[src/rtl/core/vlfd_pkg.sv]
// shared types, codes and helpers for the varint length frame deframer
package vlfd_pkg;

	// width of the frame length accumulator
	localparam int LEN_BITS = 32;

	// input mode codes
	localparam logic [1:0] MODE_BYTE    = 2'd0;
	localparam logic [1:0] MODE_TIMEOUT = 2'd1;
	localparam logic [1:0] MODE_CLOSE   = 2'd2;

	// result event codes
	localparam logic [1:0] EV_BYTE   = 2'd0;
	localparam logic [1:0] EV_EMPTY  = 2'd1;
	localparam logic [1:0] EV_PING   = 2'd2;
	localparam logic [1:0] EV_CLOSED = 2'd3;

	// frame class codes
	localparam logic [1:0] CLS_TEXT    = 2'd0;
	localparam logic [1:0] CLS_BINARY  = 2'd1;
	localparam logic [1:0] CLS_PING    = 2'd2;
	localparam logic [1:0] CLS_UNKNOWN = 2'd3;

	// configuration register indexes
	localparam logic [1:0] REG_TEXT_CODE   = 2'd0;
	localparam logic [1:0] REG_BINARY_CODE = 2'd1;
	localparam logic [1:0] REG_PING_CODE   = 2'd2;

	// reset values of the type codes
	localparam logic [7:0] TEXT_CODE_RST   = 8'd1;
	localparam logic [7:0] BINARY_CODE_RST = 8'd2;
	localparam logic [7:0] PING_CODE_RST   = 8'd3;

	// length group layout
	localparam int GROUP_BITS = 7;

	typedef enum logic [1:0] {
		STAGE_TYPE = 2'd0,
		STAGE_LEN  = 2'd1,
		STAGE_DATA = 2'd2
	} stage_t;

	typedef struct packed {
		logic [1:0] mode;
		logic [7:0] in_byte;
	} vlfd_in_t;

	typedef struct packed {
		logic [1:0] event_res;
		logic [1:0] frame_class;
		logic [7:0] data_byte;
		logic       last;
	} vlfd_out_t;

	typedef struct packed {
		logic [7:0] text_code;
		logic [7:0] binary_code;
		logic [7:0] ping_code;
	} vlfd_cfg_t;

	// class of a type byte; text wins over binary, binary over ping
	function automatic logic [1:0] class_of(logic [7:0] t, vlfd_cfg_t cfg);
		logic [1:0] cls;
		if (t == cfg.text_code) begin
			cls = CLS_TEXT;
		end else if (t == cfg.binary_code) begin
			cls = CLS_BINARY;
		end else if (t == cfg.ping_code) begin
			cls = CLS_PING;
		end else begin
			cls = CLS_UNKNOWN;
		end
		return cls;
	endfunction

endpackage

[src/rtl/core/vlfd_cfg_regs.sv]
// type code configuration registers
module vlfd_cfg_regs
	import vlfd_pkg::*;
(
	input  logic       clk,
	input  logic       arst_n,
	input  logic       cfg_valid,
	input  logic [1:0] cfg_index,
	input  logic [7:0] cfg_data,
	output vlfd_cfg_t  cfg
);

	vlfd_cfg_t cfg_q;

	// register write decode, unknown indexes are dropped
	always_ff @(posedge clk or negedge arst_n) begin
		if (!arst_n) begin
			cfg_q.text_code   <= TEXT_CODE_RST;
			cfg_q.binary_code <= BINARY_CODE_RST;
			cfg_q.ping_code   <= PING_CODE_RST;
		end else if (cfg_valid) begin
			unique case (cfg_index)
				REG_TEXT_CODE:   cfg_q.text_code   <= cfg_data;
				REG_BINARY_CODE: cfg_q.binary_code <= cfg_data;
				REG_PING_CODE:   cfg_q.ping_code   <= cfg_data;
				default: ;
			endcase
		end
	end

	assign cfg = cfg_q;

endmodule

[src/rtl/core/vlfd_parser.sv]
// input word register, frame parse state and keepalive watchdog
module vlfd_parser
	import vlfd_pkg::*;
(
	input  logic      clk,
	input  logic      arst_n,
	input  logic      in_valid,
	output logic      in_ready,
	input  vlfd_in_t  in_data,
	input  vlfd_cfg_t cfg,
	output logic      res_valid,
	output vlfd_out_t res,
	input  logic      res_load_ok
);

	logic                valid_s1;
	vlfd_in_t            item_s1;
	stage_t              stage_q, stage_d;
	logic [7:0]          frame_type_q, frame_type_d;
	logic [LEN_BITS-1:0] remlen_q, remlen_d;
	logic                ping_pending_q, ping_pending_d;
	logic                link_up_q, link_up_d;
	logic                produce;
	logic                commit;
	logic [1:0]          cls;
	logic [LEN_BITS-1:0] len_shift;
	logic [LEN_BITS-1:0] len_dec;

	// the word in the input register moves on when it has no result or its result has room
	assign commit   = valid_s1 && (!produce || res_load_ok);
	assign in_ready = !valid_s1 || commit;
	assign res_valid = valid_s1 && produce;

	// input register
	always_ff @(posedge clk or negedge arst_n) begin
		if (!arst_n) begin
			valid_s1 <= 1'b0;
		end else if (in_ready) begin
			valid_s1 <= in_valid;
		end
	end

	always_ff @(posedge clk) begin
		if (in_ready && in_valid) begin
			item_s1 <= in_data;
		end
	end

	// parse state register
	always_ff @(posedge clk or negedge arst_n) begin
		if (!arst_n) begin
			stage_q        <= STAGE_TYPE;
			frame_type_q   <= '0;
			remlen_q       <= '0;
			ping_pending_q <= 1'b0;
			link_up_q      <= 1'b1;
		end else if (commit) begin
			stage_q        <= stage_d;
			frame_type_q   <= frame_type_d;
			remlen_q       <= remlen_d;
			ping_pending_q <= ping_pending_d;
			link_up_q      <= link_up_d;
		end
	end

	assign cls       = class_of(frame_type_q, cfg);
	assign len_shift = (remlen_q << GROUP_BITS) | LEN_BITS'(item_s1.in_byte[6:0]);
	assign len_dec   = remlen_q - LEN_BITS'(1);

	// next state and result
	always_comb begin
		stage_d        = stage_q;
		frame_type_d   = frame_type_q;
		remlen_d       = remlen_q;
		ping_pending_d = ping_pending_q;
		link_up_d      = link_up_q;
		produce        = 1'b0;
		res            = '0;
		if (link_up_q) begin
			case (item_s1.mode)
				MODE_TIMEOUT: begin
					produce = 1'b1;
					if (ping_pending_q) begin
						link_up_d     = 1'b0;
						res.event_res = EV_CLOSED;
					end else begin
						ping_pending_d = 1'b1;
						res.event_res  = EV_PING;
					end
				end
				MODE_CLOSE: begin
					produce       = 1'b1;
					link_up_d     = 1'b0;
					res.event_res = EV_CLOSED;
				end
				MODE_BYTE: begin
					ping_pending_d = 1'b0;
					unique case (stage_q)
						STAGE_TYPE: begin
							frame_type_d = item_s1.in_byte;
							remlen_d     = '0;
							stage_d      = STAGE_LEN;
						end
						STAGE_LEN: begin
							remlen_d = len_shift;
							if (!item_s1.in_byte[7]) begin
								if (len_shift == '0) begin
									stage_d = STAGE_TYPE;
									if (cls != CLS_UNKNOWN) begin
										produce         = 1'b1;
										res.event_res   = EV_EMPTY;
										res.frame_class = cls;
										res.last        = 1'b1;
									end
								end else begin
									stage_d = STAGE_DATA;
								end
							end
						end
						STAGE_DATA: begin
							remlen_d = len_dec;
							if (len_dec == '0) begin
								stage_d = STAGE_TYPE;
							end
							if (cls != CLS_UNKNOWN) begin
								produce         = 1'b1;
								res.event_res   = EV_BYTE;
								res.frame_class = cls;
								res.data_byte   = item_s1.in_byte;
								res.last        = (len_dec == '0);
							end
						end
						default: begin
							stage_d = STAGE_TYPE;
						end
					endcase
				end
				default: ;
			endcase
		end
	end

	// a closed link stays silent
	a_no_result_when_down: assert property (@(posedge clk) disable iff (!arst_n)
		!link_up_q |-> !res_valid)
		else $error("result produced while link is down");

	// payload stage always has bytes left to take
	a_data_len_nonzero: assert property (@(posedge clk) disable iff (!arst_n)
		stage_q == STAGE_DATA |-> remlen_q != '0)
		else $error("payload stage with zero remaining length");

	// a delivered close event takes the link down
	a_close_drops_link: assert property (@(posedge clk) disable iff (!arst_n)
		commit && res_valid && res.event_res == EV_CLOSED |=> !link_up_q)
		else $error("link still up after close event");

	// a ping request arms the watchdog
	a_ping_arms: assert property (@(posedge clk) disable iff (!arst_n)
		commit && res_valid && res.event_res == EV_PING |=> ping_pending_q)
		else $error("ping pending not set after ping request");

endmodule

[src/rtl/core/vlfd_out_reg.sv]
// result word register toward the receiver
module vlfd_out_reg
	import vlfd_pkg::*;
(
	input  logic      clk,
	input  logic      arst_n,
	input  logic      res_valid,
	input  vlfd_out_t res,
	output logic      res_load_ok,
	output logic      out_valid,
	input  logic      out_ready,
	output vlfd_out_t out_data
);

	logic      out_valid_q;
	vlfd_out_t out_q;

	// register may load when empty or being drained this cycle
	assign res_load_ok = !out_valid_q || out_ready;

	always_ff @(posedge clk or negedge arst_n) begin
		if (!arst_n) begin
			out_valid_q <= 1'b0;
		end else if (res_load_ok) begin
			out_valid_q <= res_valid;
		end
	end

	always_ff @(posedge clk) begin
		if (res_load_ok && res_valid) begin
			out_q <= res;
		end
	end

	assign out_valid = out_valid_q;
	assign out_data  = out_q;

endmodule

[src/rtl/core/varint_length_frame_deframer_unit.sv]
// top level of the varint length frame deframer
//
// Input channel in_valid/in_ready/in_data carries one word per cycle: a
// received byte, a read timeout or a close from the peer. Frames are a type
// byte, a big-endian length in 7-bit groups (bit 7 set means more follow),
// then the payload. Each payload byte of a known frame class comes out on
// out_valid/out_ready/out_data with its class and a last mark; a zero-length
// frame gives an empty-frame word; timeouts give a ping request and then a
// close. Unknown frame types are consumed with no output.
// After an input accept the word is parsed in the input register and its
// result loads the output register once that register has room; out_valid then rises.
// One word is accepted every cycle as long as the output is drained; the
// single parse step per word sets that rate.
// When the receiver stalls, the output register holds its word and the
// input register holds the next one; in_ready drops only when both are full
// and the next word has a result. Words with no result keep flowing.
// Reset (arst_n low) empties both registers, returns the parser to the type
// byte, clears the watchdog, marks the link up and loads the type codes
// 1, 2 and 3. cfg_ready is always high; the user writes only while idle, the block does not enforce it.
module varint_length_frame_deframer_unit
	import vlfd_pkg::*;
(
	input  logic       clk,
	input  logic       arst_n,
	input  logic       in_valid,
	output logic       in_ready,
	input  vlfd_in_t   in_data,
	output logic       out_valid,
	input  logic       out_ready,
	output vlfd_out_t  out_data,
	input  logic       cfg_valid,
	output logic       cfg_ready,
	input  logic [1:0] cfg_index,
	input  logic [7:0] cfg_data
);

	vlfd_cfg_t cfg;
	logic      res_valid;
	vlfd_out_t res;
	logic      res_load_ok;

	assign cfg_ready = 1'b1;

	// type code registers
	vlfd_cfg_regs u_cfg (
		.clk       (clk),
		.arst_n    (arst_n),
		.cfg_valid (cfg_valid),
		.cfg_index (cfg_index),
		.cfg_data  (cfg_data),
		.cfg       (cfg)
	);

	// parse step
	vlfd_parser u_parser (
		.clk         (clk),
		.arst_n      (arst_n),
		.in_valid    (in_valid),
		.in_ready    (in_ready),
		.in_data     (in_data),
		.cfg         (cfg),
		.res_valid   (res_valid),
		.res         (res),
		.res_load_ok (res_load_ok)
	);

	// output register
	vlfd_out_reg u_out (
		.clk         (clk),
		.arst_n      (arst_n),
		.res_valid   (res_valid),
		.res         (res),
		.res_load_ok (res_load_ok),
		.out_valid   (out_valid),
		.out_ready   (out_ready),
		.out_data    (out_data)
	);

endmodule

[config.mk]
export PLATFORM = sky130hd
export DESIGN_NAME = varint_length_frame_deframer_unit
export DESIGN_NICKNAME = d
export VERILOG_FILES = /design/src/rtl/core/vlfd_pkg.sv /design/src/rtl/core/vlfd_cfg_regs.sv /design/src/rtl/core/vlfd_parser.sv /design/src/rtl/core/vlfd_out_reg.sv /design/src/rtl/core/varint_length_frame_deframer_unit.sv
export SDC_FILE = /design/constraint.sdc
export NUM_CORES = 1
export LEC_CHECK = 0
export ABC_AREA = 1
export ABC_CLOCK_PERIOD_IN_PS = 3200
export BUFFER_PORTS_ARGS = -buffer_cell sky130_fd_sc_hd__buf_4
export CAP_MARGIN = 5
export CORE_MARGIN = 2
export CORE_UTILIZATION = 30
export CTS_CLUSTER_DIAMETER = 40
export CTS_CLUSTER_SIZE = 40
export DETAILED_ROUTE_END_ITERATION = 6
export GPL_ROUTABILITY_DRIVEN = 0
export GPL_TIMING_DRIVEN = 1
export SLEW_MARGIN = 10
export SYNTH_ARGS = -nofsm -noshare
export SYNTH_HDL_FRONTEND = slang
export SYNTH_SLANG_ARGS = --single-unit
[constraint.sdc]
create_clock -name clk -period 3.2 [get_ports clk]
set_clock_uncertainty 0.2 [all_clocks]
set_input_delay 0.16 -clock clk [delete_from_list [all_inputs] [get_ports clk]]
set_output_delay 0.16 -clock clk [all_outputs]
set_load 0.02 [all_outputs]
==> results of run 1 <==
[repair_timing]
| item | in CTS | in global routing |
|---|---|---|
| gates resized for setup | 0 | 2 |
| hold endpoints to repair | 70 | 0 |
| endpoints found under the setup margin | 0 | 3 |
| hold buffers | 21 | 0 |
[worst paths after layout]
| kind | to | start | depth (start not counted) | slack, ps |
|---|---|---|---|---|
| max | u_parser.stage_q[1] | u_parser.remlen_q[0] | 15 | 340 |
| min | u_parser.remlen_q[21] | arst_n | 2 | 100 |
| max reg2reg | u_parser.stage_q[1] | u_parser.remlen_q[0] | 15 | 340 |
| min reg2reg | u_cfg.cfg[0] | u_cfg.cfg[0] | 2 | 300 |
| max in group asynchronous | u_parser.link_up_q | arst_n | 3 | 1970 |
| min in group clk | u_cfg.cfg[16] | cfg_valid | 4 | 180 |
[state kept, by name, summed over array words and instances (netlist names)]
signal                   flops
u_parser.link_up_q           1
u_parser.item_s1            10
u_parser.ping_pending_q      1
u_parser.frame_type_q        8
u_out.out_valid              1
u_parser.valid_s1            1
u_cfg.cfg                   24
u_parser.stage_q             2
u_parser.remlen_q           32
u_out.out_data              13
[where the power goes]
group | leakage [nW] | switching (mW) | total [mW] | internal, mW
Combinational | 2.07 | 1.89 | 2.80 | 0.914
Clock | 0.148 | 0.499 | 1.09 | 0.589
Sequential | 1.13 | 0.195 | 1.57 | 1.37
Total | 3.35 | 2.58 | 5.46 | 2.87
[cell usage after synthesis (all sizes together)]
cell type,number
or2,1
nor4,1
conb,1
o22ai,2
nand4,15
nand2,345
nand3,44
a2bb2oi,1
o21bai,1
a31oi,1
dfstp,5
clkbuf,12
nor2,111
buf,11
a311oi,1
xnor2,20
nor3b,1
nor3,4
nand3b,3
a21oi,2
edfxtp,23
o21a,1
inv,87
dfrtp,65
ha,10
o21ai,73
[placed cells by master, fill, tap and decap left out]
master | synthesis | final
nand2_1 | 343 | 343
nor2_1 | 102 | 101
inv_1 | 87 | 87
dfrtp_1 | 65 | 65
buf_4 | 4 | 50
nand3_1 | 43 | 43
o21ai_0 | 42 | 42
o21ai_1 | 31 | 31
edfxtp_1 | 23 | 23
dlygate4sd3_1 | 0 | 21
xnor2_1 | 20 | 20
nand4_1 | 13 | 13
nor2_2 | 9 | 10
clkbuf_16 | 0 | 10
ha_1 | 10 | 9
dfstp_2 | 5 | 5
nor3_1 | 4 | 4
nand3b_1 | 3 | 3
nand2_2 | 2 | 2
a21oi_1 | 2 | 2
o22ai_1 | 2 | 2
inv_6 | 0 | 2
clkinv_4 | 0 | 2
nand3_4 | 1 | 1
or2_2 | 1 | 1
o21a_1 | 1 | 1
nor3b_1 | 1 | 1
a311oi_1 | 1 | 1
a31oi_1 | 1 | 1
o21bai_1 | 1 | 1
nand4_4 | 1 | 1
nand4_2 | 1 | 1
nor4_1 | 1 | 1
a2bb2oi_1 | 1 | 1
ha_2 | 0 | 1
conb_1 | 1 | 1
inv_8 | 0 | 1
clkbuf_1 | 12 | 1
buf_12 | 0 | 1
[layer usage]
layer	track usage, %	part of all wire, %
met5	0	0
met4	5.84	1.9
met2	25.5	46
met3	2.62	4.6
met1	22.7	48
[logic make-up after synthesis]
group | share of synthesized area [%]
other cells | 0.0648
xor+xnor | 3.03
simple gates | 37.1
flops | 42.3
fa+ha+maj | 2.16
compound gates | 7.37
buf+inv | 7.93
[stage by stage]
stage                     hold WS (ps)  std cells  cell area, sq um  power, mW  setup slack, ps
after floorplan                   -336        841              5790       3.61              640
after global placement           -48.9       1129              6380       4.32              213
after detailed placement         -44.1       1129              6380       4.33              185
after CTS                          131       1166              6890       5.47              176
after global routing               171       1166              6890       5.95             55.8
final                              105       1166              6890       5.46              340
[cell type report]
class                           instances  share of cell area, %
Inverter                               87                   4.74
Timing Repair Buffer                   72                   8.79
Tap cell                              260                   4.72
Clock buffer                           11                   3.69
Clock inverter                          5                  0.672
Multi-Input combinational cell        638                   41.9
Sequential cell                        93                   35.5
==> impl_results.md, run 1 <==
- I/O pins: a little over 40
- Synth area leaders: dfrtp_1, nand2_1, edfxtp_1, nor2_1, inv_1
- Die width: 143 um
- Yosys reg bits: 93
- Finish-stage setup viols: 0
- H-tree depth: 3
- Critical Path Fanout Max: 8
- Area share of the largest cell type after synthesis: about 28%
- RSZ-0062 raised after global routing: false
- Drt initial violations: 410
- Post-DRT Antenna Nets: 0
- FP Rows: 50
- Ant diodes: 0
- Slowest cell on crit path: dfrtp_1
- P per Cell Area: 792 mW/mm^2
- Clock sink count: 93
- Gr usage total: between 15 and 20%
- Min Tclk post-route: ~2900 ps
- CP top delay family: simple AND/OR/NAND/NOR gates
- Number of hold violations in the final report: 0
- Required time worst endpoint: between 3000 and 4000 ps
- Max clock buf depth: 2
- Number of global-route vias before repair: between 5,000 and 6,000
- Final TNS setup: 0 ps
- Max VDD drop: 0.323 mV
- Drt first pass iters: 5
- Area Growth Syn to Fin: 19.1%
- Die Y: between 100 and 150 um
- Yosys warning count: 0
- Die ar.: approximately 0.020 sq mm
- Via count: 5,345
- Max_slew headroom: about three fifths
- Syn avg cell area: 6.88 sq um
- Post-Syn Area: 0.00579 sq mm
- Clk_lat worst skew: approximately 360 ps
- CTS tree: built
- Starting density of the core: 30.7%
- Post-route core utilization: 36.6%
- Reg area: approximately 0.0024 sq mm
- Leakage: roughly 3.3 nW
- Final Net Count: 936
- # port buffers: 39
- CP most frequent cell: nand2_1
- Fin crit share: about nine tenths
- Final number of max-transition violations: 0
- Total clock buffers created by CTS: 9
- DRC viols: 0
- Setup crit end kind: flop
- DRT Wirelength: ~16 mm
- Status: finished clean
- FMAX: between 0.3 and 0.4 GHz
- Crit-path cells: inv_1, ha_2, nand2_1, inv_1, nand2_1, o21ai_0, nand2_1, nor2_1, nand2_1, nor2_1, nand3_1, nand2_1, nand2_1, nand2_1, nand2_1
- Number of post-CTS setup repair buffers: 0
- Sequential area share after synthesis: 42.3%
- Clock transition at path regs: approximately 70 ps
- Fraction of final layout cells sized beyond drive strength 1: 9.71%
- Syn nets: around 880
- Global-route wire length before repair: between 20 and 30 mm
- CP peak stage delay: roughly 440 ps
- Cell taking the most area after synthesis: dfrtp_1
- Critical path class: flop to flop
- Detail Placement HPWL: ~11 mm
- Avg WL per Cell: ~13 um
- Multi-input logic area: 0.00289 sq mm
- Max Cap Viol: 0
- Filler cell count: between 2,000 and 2,500
- Post-Synthesis Cells: 841
- Initial antenna violation count: 0
- Hold Path Class: input port to asynchronous set/reset pin
- WP data arrival: 2910 ps
- Core ar.: ~0.019 sq mm
- Vias per std cell: ~4.6
- Critical path buffers and inverters: 2
- Yosys cell types: 35
- Worst Max-Slew Pin Slew: 615 ps
- Root buf cell: clkbuf_16
- Largest net degree at the start of global routing: 65
- Overflow after GRT: 0
- Startpoint Class: flop
Power figures use the tool's default switching activity.
==> run 2, diff against run 1 <==
==> constraint.sdc (replaced) <==
create_clock -name clk -period 3.2 [get_ports clk]
set_clock_uncertainty 0.2 [all_clocks]
set_input_delay 0.32 -clock clk [delete_from_list [all_inputs] [get_ports clk]]
set_output_delay 0.32 -clock clk [all_outputs]
set_load 0.02 [all_outputs]
==> impl_results.md, run 2 (synthesized netlist as in run 1, its figures left out) <==
- Critical path class: flop to flop
- R2R Path End: u_parser.stage_q[1]
- Starting density of the core: 30.7% (unchanged)
- Metal3 WL: 791 um (+9.3%)
- Total clock buffers created by CTS: 9 (unchanged)
- CP peak stage delay: 430 ps (about the same)
- Clk_lat worst skew: 360 ps (about the same)
- Multi-input logic area: 0.00288 sq mm (about the same)
- Final Net Count: 929 (-0.75%)
- Number of hold violations in the final report: 0 (unchanged)
- Global-route wire length before repair: 25.3 mm (-3.0%)
- Startpoint Class: flop
- Fin crit share: 93.2% (+3.8 points)
- Avg WL per Cell: 13.3 um (-0.99%)
- Gate power share: 51.6% (+0.2 points)
- Hold_sp: cfg_data[0]
- Max Cap Viol: 0 (unchanged)
- Required time worst endpoint: 3250 ps (about the same)
- Max clock buf depth: 2 (unchanged)
- Max_slew headroom: 35.0% (-24 points)
- Critical Path Fanout Max: 8 (unchanged)
- CTS tree: built
- Gr usage total: 15.8% (-0.50 points)
- Final instance area: 0.00681 sq mm (-1.2%)
- Ant diodes: 0 (unchanged)
- Reg area: 0.00245 sq mm (unchanged)
- DRT Wirelength: 15.4 mm (-1.6%)
- Sw power: 2.62 mW (+1.4%)
- Cell count of the worst reg-to-reg path: 15 (unchanged)
- P per Cell Area: 799 mW/mm^2 (+0.91%)
- Overflow after GRT: 0 (unchanged)
- Leakage: 3.32 nW (-0.89%)
- Hold WS: 31.7 ps (-73.2 ps)
- FP Rows: 50 (unchanged)
- Core ar.: 0.0188 sq mm (unchanged)
- Area Growth Syn to Fin: 17.6%
- Setup crit end kind: flop
- Critical path buffers and inverters: 2 (unchanged)
- Sequential share of power: 28.7% (about the same)
- M1 wire length: 7.43 mm (-0.89%)
- Clock Power Share: 19.7% (-0.2 points)
- Int Power: 2.82 mW (-1.8%)
- Final TNS setup: 0 ps (unchanged)
- Number of global-route vias before repair: 5,089 (-1.1%)
- Leading cell types in the layout, fill and taps excluded: nand2_1, nor2_1, inv_1
- Max VDD drop: 0.360 mV (+11%)
- Cell Area, Placed: 0.00638 sq mm (+0.12%)
- Largest net degree at the start of global routing: 71 (+9.2%)
- Max reg flops: 32 (unchanged)
- Worst hold endpoint: u_cfg.cfg[16]
- CP most frequent cell: nand2_1
- R2r setup slk: 220 ps (-120 ps)
- Initial antenna violation count: 0 (unchanged)
- Final worst slack: 218 ps (-121 ps)
- Drt first pass iters: 5 (unchanged)
- CP top delay family: simple AND/OR/NAND/NOR gates
- Hold Path Depth: 3
- WL met2: 6.92 mm (-3.3%)
- FMAX: 0.335 GHz (-4.1%)
- Die width: 143 um (unchanged)
- Total Power: 5.44 mW (-0.30%)
- # port buffers: 39 (unchanged)
- Slowest cell on crit path: dfrtp_1
- I/O pins: 41 (unchanged)
- Sw frac: 48.1% (+0.79 points)
- Root buf cell: clkbuf_16
- Fraction of final layout cells sized beyond drive strength 1: 9.90% (+0.19 points)
- Die Y: 143 um (unchanged)
- Worst Max-Slew Pin Slew: 975 ps (+360 ps)
- Hold Path Class: input port to flop
- Number of post-CTS setup repair buffers: 0 (unchanged)
- Finish-stage setup viols: 0 (unchanged)
- Pre-CTS setup slack: 272 ps (+86.9 ps)
- WP data arrival: 3030 ps (+120 ps)
- Final number of max-transition violations: 0 (unchanged)
- Status: finished clean
- Min Tclk post-route: 2980 ps (+121 ps)
- H-tree depth: 3 (unchanged)
- Post-DRT Antenna Nets: 0 (unchanged)
- Vias per std cell: 4.64 (+1.2%)
- Clock sink count: 93 (unchanged)
- RR Startpoint: u_parser.remlen_q[0]
- Die ar.: 0.0204 sq mm (unchanged)
- Via count: 5,378 (+0.62%)
- Clock transition at path regs: 80 ps (about the same)
- Commonest non-fill, non-tap cell in the layout: nand2_1
- RSZ-0062 raised after global routing: false
- DRC viols: 0 (unchanged)
- Filler cell count: 2,038 (+0.74%)
- Detail Placement HPWL: 11.2 mm (-1.3%)
- Crit-path cells: inv_1, ha_1, nand2_1, inv_1, nand2_1, o21ai_0, nand2_1, nor2_1, nand2_1, nor2_1, nand3_1, nand2_1, nand2_1, nand2_1, nand2_1
- Top sig layer: met4
- Drt initial violations: 454 (+11%)
- Most flop-heavy register: u_parser.remlen_q
[run 2: routing by layer]
metal  GRT usage, %  vias up
met4           5.21        0
li1               -     2739
met1           21.3     2484
met3           2.62       17
met2           25.7      138
met5              0        -
[run 2: worst max path at each step]
| stage | startpoint | endpoint | cells past startpoint |
|---|---|---|---|
| floorplan | u_parser.remlen_q[16] | u_out.out_data[0] | 11 |
| global placement | u_parser.remlen_q[0] | u_parser.stage_q[0] | 14 |
| detailed placement | u_parser.remlen_q[0] | u_parser.stage_q[0] | 14 |
| CTS | u_parser.remlen_q[0] | u_parser.stage_q[1] | 14 |
| global route | u_parser.remlen_q[0] | u_parser.stage_q[1] | 15 |
| finish | u_parser.remlen_q[0] | u_parser.stage_q[1] | 15 |
[run 2: worst register-to-register path, stage by stage (launching register included)]
cell	delay, ps
dfrtp_1	430
inv_1	220
ha_1	390
nand2_1	180
inv_1	140
nand2_1	130
o21ai_0	270
nand2_1	100
nor2_1	160
nand2_1	100
nor2_1	170
nand3_1	110
nand2_1	110
nand2_1	80
nand2_1	60
nand2_1	40
[run 2: area by class of cell]
class,count,area share (%)
well taps,260,4.78
clock inverters,7,0.992
clock buffers,9,3.31
multi-input cells,638,42.3
repair buffers,65,7.83
inverters,87,4.80
flip-flops and latches,93,36.0
[run 2: metrics by stage]
| stage | util (%) | cells |
|---|---|---|
| after floorplan | - | 841 |
| after global placement | 33.9 | 1130 |
| after detailed placement | 33.9 | 1130 |
| after CTS | 36.1 | 1159 |
| after global routing | 36.2 | 1159 |
| final | 36.2 | 1159 |
[run 2: power by group through the flow]
stage,logic (mW),clock network (mW),registers [mW]
finish,2.81,1.07,1.56
CTS,2.78,1.09,1.56
detailed placement,2.76,0,1.58
global route,3.18,1.14,1.59
floorplan,2.08,0,1.53
global placement,2.75,0,1.58
[run 2: timing repair]
action | 4_1_cts | 5_1_grt
hold buffers | 13 | 0
hold endpoints to repair | 77 | 0
resized for setup | 0 | 1
setup endpoints to repair | 0 | 2
==> run 3, diff against run 2 <==
- CORE_ASPECT_RATIO: default -> 2
==> impl_results.md, run 3 (synthesized netlist as in run 1, its figures left out) <==
- Fraction of final layout cells sized beyond drive strength 1: 9.39% (-0.51 points)
- Leading cell types in the layout, fill and taps excluded: nand2_1, nor2_1, inv_1
- Hold_sp: cfg_data[0]
- Number of global-route vias before repair: 5,454 (+7.2%)
- Core ar.: 0.0188 sq mm (about the same)
- Max VDD drop: 0.347 mV (-3.4%)
- Critical Path Fanout Max: 6 (-2)
- Startpoint Class: flop
- Overflow after GRT: 0 (unchanged)
- FMAX: 0.339 GHz (+0.93%)
- Most flop-heavy register: u_parser.remlen_q
- Avg WL per Cell: 15.1 um (+14%)
- Vias per std cell: 4.67 (+0.71%)
- Ant diodes: 0 (unchanged)
- Required time worst endpoint: 2680 ps (-570 ps)
- Drt initial violations: 378 (-17%)
- # port buffers: 39 (unchanged)
- Worst Max-Slew Pin Slew: 960 ps (-14.3 ps)
- Clock transition at path regs: 70 ps (about the same)
- WP data arrival: 2430 ps (-600 ps)
- Fin crit share: 92.3% (-0.86 points)
- Global-route wire length before repair: 27.4 mm (+8.2%)
- Gr usage total: 17.6% (+1.8 points)
- Max clock buf depth: 2 (unchanged)
- RSZ-0062 raised after global routing: false
- Via count: 5,374 (-0.074%)
- CTS tree: built
- Max_slew headroom: 36.0% (+0.95 points)
- Starting density of the core: 30.7% (about the same)
- Die Y: 200 um (+40%)
- P per Cell Area: 818 mW/mm^2 (+2.4%)
- Number of hold violations in the final report: 0 (unchanged)
- Drt first pass iters: 5 (unchanged)
- Root buf cell: clkbuf_16
- Clock sink count: 93 (unchanged)
- Area Growth Syn to Fin: 16.8%
- I/O pins: 41 (unchanged)
- Detail Placement HPWL: 13.2 mm (+18%)
- Setup crit end kind: output port
- Post-DRT Antenna Nets: 0 (unchanged)
- RR Startpoint: u_parser.remlen_q[0]
- Final Net Count: 925 (-0.43%)
- Final number of max-transition violations: 0 (unchanged)
- Leakage: 3.29 nW (-0.82%)
- Hold WS: 54.9 ps (+23.2 ps)
- DRC viols: 0 (unchanged)
- Hold Path Class: input port to flop
- FP Rows: 71 (+42%)
- R2r setup slk: 290 ps (+70 ps)
- Finish-stage setup viols: 0 (unchanged)
- Die ar.: 0.0205 sq mm (+0.33%)
- Initial antenna violation count: 0 (unchanged)
- Final TNS setup: 0 ps (unchanged)
- Max reg flops: 32 (unchanged)
- R2R Path End: u_parser.stage_q[0]
- Critical path class: flop to output port
- Number of post-CTS setup repair buffers: 0 (unchanged)
- Worst hold endpoint: u_cfg.cfg[0]
- Status: finished clean
- Commonest non-fill, non-tap cell in the layout: nand2_1
- Die width: 102 um (-28%)
- DRT Wirelength: 17.4 mm (+13%)
- Hold Path Depth: 3 (unchanged)
- Largest net degree at the start of global routing: 71 (unchanged)
- Filler cell count: 2,022 (-0.79%)
- Total clock buffers created by CTS: 9 (unchanged)
- Max Cap Viol: 0 (unchanged)
- Min Tclk post-route: 2950 ps (-27.5 ps)
- Clk_lat worst skew: 350 ps (about the same)
- Cell count of the worst reg-to-reg path: 15 (unchanged)
- H-tree depth: 3 (unchanged)
-- run 3: changes by cell type in the layout (fill, tap and decap cells not counted), sizes merged --
| cell | previous run | this run |
|---|---|---|
| clkinv | 4 | 2 |
| buf | 52 | 48 |
| clkbuf | 9 | 11 |
-- run 3: critical path, stage by stage (launching register included) --
cell     delay [ps]
dfrtp_1         450
nor2_1          180
nand2_1          90
nor2_1          270
nand2_1         140
nor2_2          170
nand2_1         100
nand2_2          80
nand3_1         100
nand2_2         120
nand4_1         160
buf_4           220
-- run 3: where the power goes --
group          switching [mW]  internal [mW]  leakage [nW]  total (mW)
registers               0.221           1.37          1.13        1.59
clock network           0.481          0.557         0.141        1.04
logic                    1.96          0.937          2.02        2.90
total                    2.67           2.86          3.29        5.53
-- run 3: through the flow --
stage	cells	utilization [%]	power, mW	cell area (sq um)	setup WS (ps)
2_1_floorplan	841	-	3.61	5790	640
3_3_place_gp	1121	33.7	4.46	6350	284
3_5_place_dp	1121	33.7	4.47	6350	266
4_1_cts	1150	35.9	5.54	6760	238
5_1_grt	1150	35.9	5.99	6760	40.7
6_report	1150	35.9	5.53	6760	246
-- run 3: final cells by class --
type | instances | area [sq um] | share of cell area, %
sequential | 93 | 2450 | 36.2
inverter | 87 | 327 | 4.83
clock buffer | 11 | 243 | 3.59
timing repair buffer | 61 | 503 | 7.44
multi-input combinational | 638 | 2880 | 42.6
clock inverter | 5 | 40.0 | 0.592
tap | 255 | 319 | 4.72
-- run 3: metal layers --
metal	routed length [um]	track usage (%)	share of wire, %
met1	6070	16.1	35
met2	9840	33.8	57
met3	321	1.85	1.8
met4	1170	12.5	6.7
met5	0	0	0
-- run 3: worst max-delay path by stage --
stage | startpoint | endpoint | slack (ps) | depth (start not counted)
detailed placement | u_parser.remlen_q[0] | u_parser.stage_q[1] | 270 | 15
finish | u_parser.remlen_q[22] | in_ready | 250 | 11
global route | u_parser.remlen_q[22] | in_ready | 40 | 11
floorplan | u_parser.remlen_q[16] | u_out.out_data[0] | 640 | 11
CTS | u_parser.remlen_q[0] | u_parser.stage_q[0] | 240 | 15
global placement | u_parser.remlen_q[0] | u_parser.stage_q[1] | 280 | 15
-- run 3: timing repair --
item / 4_1_cts / 5_1_grt
endpoints found under the setup margin: 0 / 2
hold buffers: 13 / 0
gates resized for setup: 0 / 1
hold endpoints to repair: 77 / 0
